===== src/design/lob_pkg.sv =====
// Shared types and constants for the order book matcher.
// No dependencies.
package lob_pkg;

  localparam int unsigned BookSlots = 32;
  localparam int unsigned MaxTrades = 32;
  localparam int unsigned SlotW = $clog2(BookSlots);
  localparam int unsigned TradeW = $clog2(MaxTrades + 1);

  localparam logic [1:0] OpAdd = 2'd0;
  localparam logic [1:0] OpCancel = 2'd1;
  localparam logic [1:0] OpModify = 2'd2;
  localparam logic [1:0] OpUnused = 2'd3;

  localparam logic [1:0] StDone = 2'd0;
  localparam logic [1:0] StNotFound = 2'd1;
  localparam logic [1:0] StFull = 2'd2;
  localparam logic [1:0] StDup = 2'd3;

  localparam logic KindTrade = 1'b0;
  localparam logic KindDone = 1'b1;

  typedef struct packed {
    logic [1:0]  opcode;
    logic [31:0] req_id;
    logic        side;
    logic [31:0] price;
    logic [31:0] quantity;
  } in_word_t;

  typedef struct packed {
    logic        result_kind;
    logic [31:0] buy_id;
    logic [31:0] sell_id;
    logic [31:0] fill_price;
    logic [31:0] fill_qty;
    logic [1:0]  status;
    logic [31:0] top_bid;
    logic [31:0] top_ask;
    logic        bid_present;
    logic        ask_present;
    logic        last;
  } out_word_t;

  // Candidate travelling along the scan chain.
  typedef struct packed {
    logic        found;
    logic [SlotW-1:0] slot;
    logic [31:0] price;
    logic [31:0] age;
    logic [31:0] qty;
    logic [31:0] id;
  } cand_t;

  // Command from the controller to every slot cell.
  typedef struct packed {
    logic        write;
    logic [SlotW-1:0] wslot;
    logic        wside;
    logic [31:0] wid;
    logic [31:0] wprice;
    logic [31:0] wqty;
    logic [31:0] wage;
    logic        kill;
    logic [SlotW-1:0] kslot;
    logic        sub_b;
    logic [SlotW-1:0] bslot;
    logic        sub_a;
    logic [SlotW-1:0] aslot;
    logic [31:0] sub_q;
  } cell_cmd_t;

endpackage


===== src/design/lob_cell.sv =====
// One book slot plus one stage of the scan chain.
// Depends on lob_pkg.
module lob_cell (
  input  logic                       clk,
  input  logic                       rst_n,
  input  logic [lob_pkg::SlotW-1:0]  my_slot,
  input  lob_pkg::cell_cmd_t         cmd,
  input  logic [31:0]                key_id,
  input  lob_pkg::cand_t             bid_in,
  input  lob_pkg::cand_t             ask_in,
  input  lob_pkg::cand_t             hit_in,
  input  logic                       free_in_found,
  input  logic [lob_pkg::SlotW-1:0]  free_in_slot,
  output lob_pkg::cand_t             bid_out,
  output lob_pkg::cand_t             ask_out,
  output lob_pkg::cand_t             hit_out,
  output logic                       free_out_found,
  output logic [lob_pkg::SlotW-1:0]  free_out_slot
);

  logic        valid_r;
  logic        side_r;
  logic [31:0] id_r, price_r, qty_r, age_r;
  logic [31:0] qty_nxt;
  lob_pkg::cand_t bid_nxt, ask_nxt, hit_nxt, mine;
  logic free_nxt_f;
  logic [lob_pkg::SlotW-1:0] free_nxt_s;

  always_comb begin
    qty_nxt = qty_r;
    if (cmd.sub_b && cmd.bslot == my_slot) qty_nxt = qty_nxt - cmd.sub_q;
    if (cmd.sub_a && cmd.aslot == my_slot) qty_nxt = qty_nxt - cmd.sub_q;
  end

  always_ff @(posedge clk) begin
    if (!rst_n) begin
      valid_r <= 1'b0;
    end else if (cmd.write && cmd.wslot == my_slot) begin
      valid_r <= 1'b1;
    end else if (cmd.kill && cmd.kslot == my_slot) begin
      valid_r <= 1'b0;
    end else if ((cmd.sub_b && cmd.bslot == my_slot) || (cmd.sub_a && cmd.aslot == my_slot)) begin
      valid_r <= (qty_nxt != 32'd0);
    end
  end

  always_ff @(posedge clk) begin
    if (cmd.write && cmd.wslot == my_slot) begin
      side_r  <= cmd.wside;
      id_r    <= cmd.wid;
      price_r <= cmd.wprice;
      qty_r   <= cmd.wqty;
      age_r   <= cmd.wage;
    end else begin
      qty_r <= qty_nxt;
    end
  end

  always_comb begin
    mine = '{found: 1'b1, slot: my_slot, price: price_r, age: age_r, qty: qty_r, id: id_r};
    bid_nxt = bid_in;
    if (valid_r && !side_r) begin
      if (!bid_in.found || price_r > bid_in.price ||
          (price_r == bid_in.price && age_r < bid_in.age)) bid_nxt = mine;
    end
    ask_nxt = ask_in;
    if (valid_r && side_r) begin
      if (!ask_in.found || price_r < ask_in.price ||
          (price_r == ask_in.price && age_r < ask_in.age)) ask_nxt = mine;
    end
    hit_nxt = hit_in;
    if (!hit_in.found && valid_r && id_r == key_id) begin
      hit_nxt = mine;
      hit_nxt.qty = {31'd0, side_r};
    end
    free_nxt_f = free_in_found;
    free_nxt_s = free_in_slot;
    if (!free_in_found && !valid_r) begin
      free_nxt_f = 1'b1;
      free_nxt_s = my_slot;
    end
  end

  always_ff @(posedge clk) begin
    bid_out <= bid_nxt;
    ask_out <= ask_nxt;
    hit_out <= hit_nxt;
    free_out_found <= free_nxt_f;
    free_out_slot <= free_nxt_s;
  end

endmodule


===== config.mk =====
export PLATFORM = sky130hd
export DESIGN_NAME = lob_cell
export DESIGN_NICKNAME = d
export VERILOG_FILES = /design/src/design/lob_pkg.sv /design/src/design/lob_cell.sv
export SDC_FILE = /design/constraint.sdc
export NUM_CORES = 1
export LEC_CHECK = 0
export ABC_AREA = 1
export ABC_CLOCK_PERIOD_IN_PS = 9930
export BUFFER_PORTS_ARGS = -buffer_cell sky130_fd_sc_hd__buf_4
export CELL_PAD_IN_SITES_DETAIL_PLACEMENT = 0
export CELL_PAD_IN_SITES_GLOBAL_PLACEMENT = 2
export CORE_AREA = 3 3 400 402
export CTS_BUF_LIST = sky130_fd_sc_hd__clkbuf_8
export DETAILED_ROUTE_END_ITERATION = 8
export DIE_AREA = 0 0 403 405
export GPL_TIMING_DRIVEN = 0
export PLACE_DENSITY = 0.58
export SLEW_MARGIN = 0
export SYNTH_ARGS = -nofsm -noshare
export SYNTH_HDL_FRONTEND = slang
export SYNTH_SLANG_ARGS = --single-unit

===== constraint.sdc =====
create_clock -name clk -period 9.93 [get_ports clk]
set_input_delay 0.993 -clock clk [delete_from_list [all_inputs] [get_ports clk]]
set_output_delay 0.993 -clock clk [all_outputs]
set_load 0.03 [all_outputs]

==> metrics.cfg <==
[placed_design]
gp_congestion = 0.939
dp_cells = 6680
post_dp_cell_area_mm2 = 0.0371
portBuffers = 1037
hpwl_um = 165000

[clocking]
cts.sinks = 538
hold_buffers = 0
post_cts_resized = 0
h-tree-depth = 3
cts_setup_buffers = 0
cts_max_path_buffers = 3
cts_tree = built
worstSkewPairLatency_ns = 0.86
root_buffer = clkbuf_8
cts_buffers = 107
clk_pin_slew_ns = 0.07

[critical_path]
cp-start-kind = flip-flop
crit_chain = ha_1, nand2_1, nor2_1, nand4_1, nor4_1, nand3_1, nor2_1, nand3_1, nand2_1, nand2_1, clkbuf_1, nand2_1, nand2_1
cp-end-kind = flip-flop
r2r_cells = 13
worstSetupPathType = reg2reg
cp_max_fo = 10
r2r_end = ask_out[25]
reg2reg_slack_ns = 3.84
r2r_start = price_r[31]
cpMaxStageDelayCell = nand2_1
worstPathArrival_ns = 6.71
crit_required_ns = 10.55
critPathMaxStageDelay_ns = 0.95
critPathMostFrequentCell = nand2_1

[global_route]
grt_util_all_layers_pct = 22.7
grt_pass1_vias = 28700
grt_max_degree = 30
grt_pass1_wl_um = 251000
use_met3_pct = 5.75
antenna_found_initial = 60
met1_usage_pct = 26.3
gr-total-overflow = 0
met2_usage_pct = 40.9
top_usage_layer = met2

[cells_and_area]
final_nets = 5553
design_area_mm2 = 0.0395
drive_gt1_share_pct = 26.8
finalNonFillerCells = 6913
syn_to_final_growth_pct = 48.5
fillers = 17700

[detailed_routing]
routedWlPerCell_um = 27.8
postRouteAntennaNets = 0
drtIter0Drc = 1620
drc_errors = 0
drtPass1Iterations = 5
vias = 28400
viasPerCell = 4.10
drt_wl_total_um = 192000

[sta]
setup_viol = 0
final-hold-violation-count = 0
finalMaxSlewViolations = 0
max_freq_mhz = 164
rsz0062_at_grt = false
tns_ns = 0
fin_crit_ns = 6.09
worst_slew_pin_slew_ns = 1.17
clock_skew_ns = 0.0629
relSlewSlack_pct = 21.5
finalCritPeriodShare_pct = 61.4

[synth]
ys.flop_type = dfxtp_1
ys_top_cells_by_area = dfxtp_1 33%, nand2_1 18%, edfxtp_1 11%
synth_enable_flop_cells = 97
avgSynthCellArea_um2 = 7.43
netlist_instances = 3581
syn_nets = 4403
ys_ff_latch = 538
ys_seq_area_share_pct = 44.1
yosys_warnings = 0
synth_common_cells = 1259 x nand2_1, 460 x inv_1, 441 x dfxtp_1
synth_cell_types = 50
synth.cell_area_mm2 = 0.0266
async_flop_share_pct = 0
yosysTopAreaCell = dfxtp_1
synth_top_area_share_pct = 33.2
yosysMostFrequentCell = nand2_1

[status]
outcome = finished, final reports clean

[floorplan]
rows = 145
die_area_mm2 = 0.163
die_h_um = 405
die_w_um = 403
coreArea_mm2 = 0.156
start_util_pct = 17.0
ios = 1040

[worst_hold_path]
hold_class = in2reg
min_delay_path_depth = 1
whs_endpoint = age_r[29]
hp-start = cmd[79]

[power]
power.density_mw_per_mm2 = 204
p_leak_nw = 20.6
peakVddDrop_uv = 95.3

[job]
max_cap_viol_count = 0

logic make-up (layout without fill, tap and decap cells):
logic type	after synthesis	count (layout)	share of synthesized area [%]
xor gates and xnor gates	30	30	0.987
other	0	30	0
adders and majority gates	190	190	8.99
DFF	538	538	44.1
AOI/OAI and AO/OA	391	391	8.70
buffers and inverters	591	1835	8.90
and+or+nand+nor	1841	1841	28.3
worst max path at each step:
stage	from	to	slack (ns)	cells past startpoint
global placement	my_slot[3]	qty_r[5]	-0.54	10
finish	price_r[31]	ask_out[25]	3.84	13
global route	price_r[31]	ask_out[25]	3.34	13
CTS	price_r[31]	ask_out[25]	3.47	13
detailed placement	ask_in[127]	ask_out[25]	2.90	15
floorplan	my_slot[3]	age_r[0]	4.76	7
flip-flops by register name, indices dropped and copies added (netlist names):
signal,flops
ask_out,134
bid_out,134
hit_out,134
age_r,32
id_r,32
price_r,32
qty_r,32
free_out_slot,5
free_out_found,1
side_r,1
valid_r,1
per-layer routing:
metal | wire, µm | share of wire [%] | vias to the layer above
met4 | 4930 | 2.6 | 10
met5 | 57 | 0.030 | -
li1 | - | - | 13800
met1 | 77500 | 40 | 13400
met3 | 12100 | 6.3 | 235
met2 | 97300 | 51 | 934
power by group:
group | switching (mW) | total (mW) | internal (mW)
Sequential | 0.202 | 2.62 | 2.42
Clock | 1.20 | 2.58 | 1.39
Combinational | 1.85 | 2.86 | 1.00
Total | 3.25 | 8.06 | 4.81
cell type report:
cell class / count / area [µm²] / area share [%]
diodes: 30 / 75.1 / 0.190
plain buffers: 122 / 612 / 1.55
clock buffers: 129 / 1780 / 4.49
clock inverters: 74 / 603 / 1.53
inverters: 469 / 1760 / 4.45
multi-input cells: 2452 / 12500 / 31.6
flip-flops and latches: 538 / 11700 / 29.7
well taps: 2058 / 2570 / 6.52
repair buffers: 1041 / 7870 / 19.9
critical path: cells and delay by family, from the launching register on:
family	cells	cell delay [ns]
adder cells (fa/ha/maj)	1	0.34
flip-flops	1	0.50
AND/OR/NAND/NOR	11	4.29
buffers and inverters	1	0.68
cell usage in the layout (no fill, tap or decap), types with 7 or more instances in the layout:
cell type and count:
nand2_1 1259, buf_4 1042, inv_1 498, dfxtp_1 441
nand3_1 308, ha_1 188, nor2_1 185, clkbuf_8 129
a21oi_1 117, o21ai_0 102, edfxtp_1 97, o21a_1 65
clkbuf_1 62, buf_2 39, diode_2 30, o21ai_1 23
or2_2 22, a31oi_1 22, nand4_1 21, xor2_1 19
clkinv_2 15, nor3_1 12, xnor2_1 11, buf_6 11
a211oi_1 11, o21bai_1 10, o211ai_1 9, and2_1 8
inv_2 7, nand3b_1 7, bufinv_16 7
per-stage QoR:
step | hold slack, ns | worst slack, ns | utilization [%] | power (mW)
2_1_floorplan | 0.460 | 4.76 | - | 4.31
3_3_place_gp | 0.486 | -0.538 | 23.6 | 5.55
3_5_place_dp | 0.492 | 2.90 | 23.7 | 5.55
4_1_cts | 0.182 | 3.47 | 25.2 | 8.21
5_1_grt | 0.217 | 3.34 | 25.3 | 8.60
6_report | 0.306 | 3.84 | 25.3 | 8.06
(Power assumes the default switching activity.)
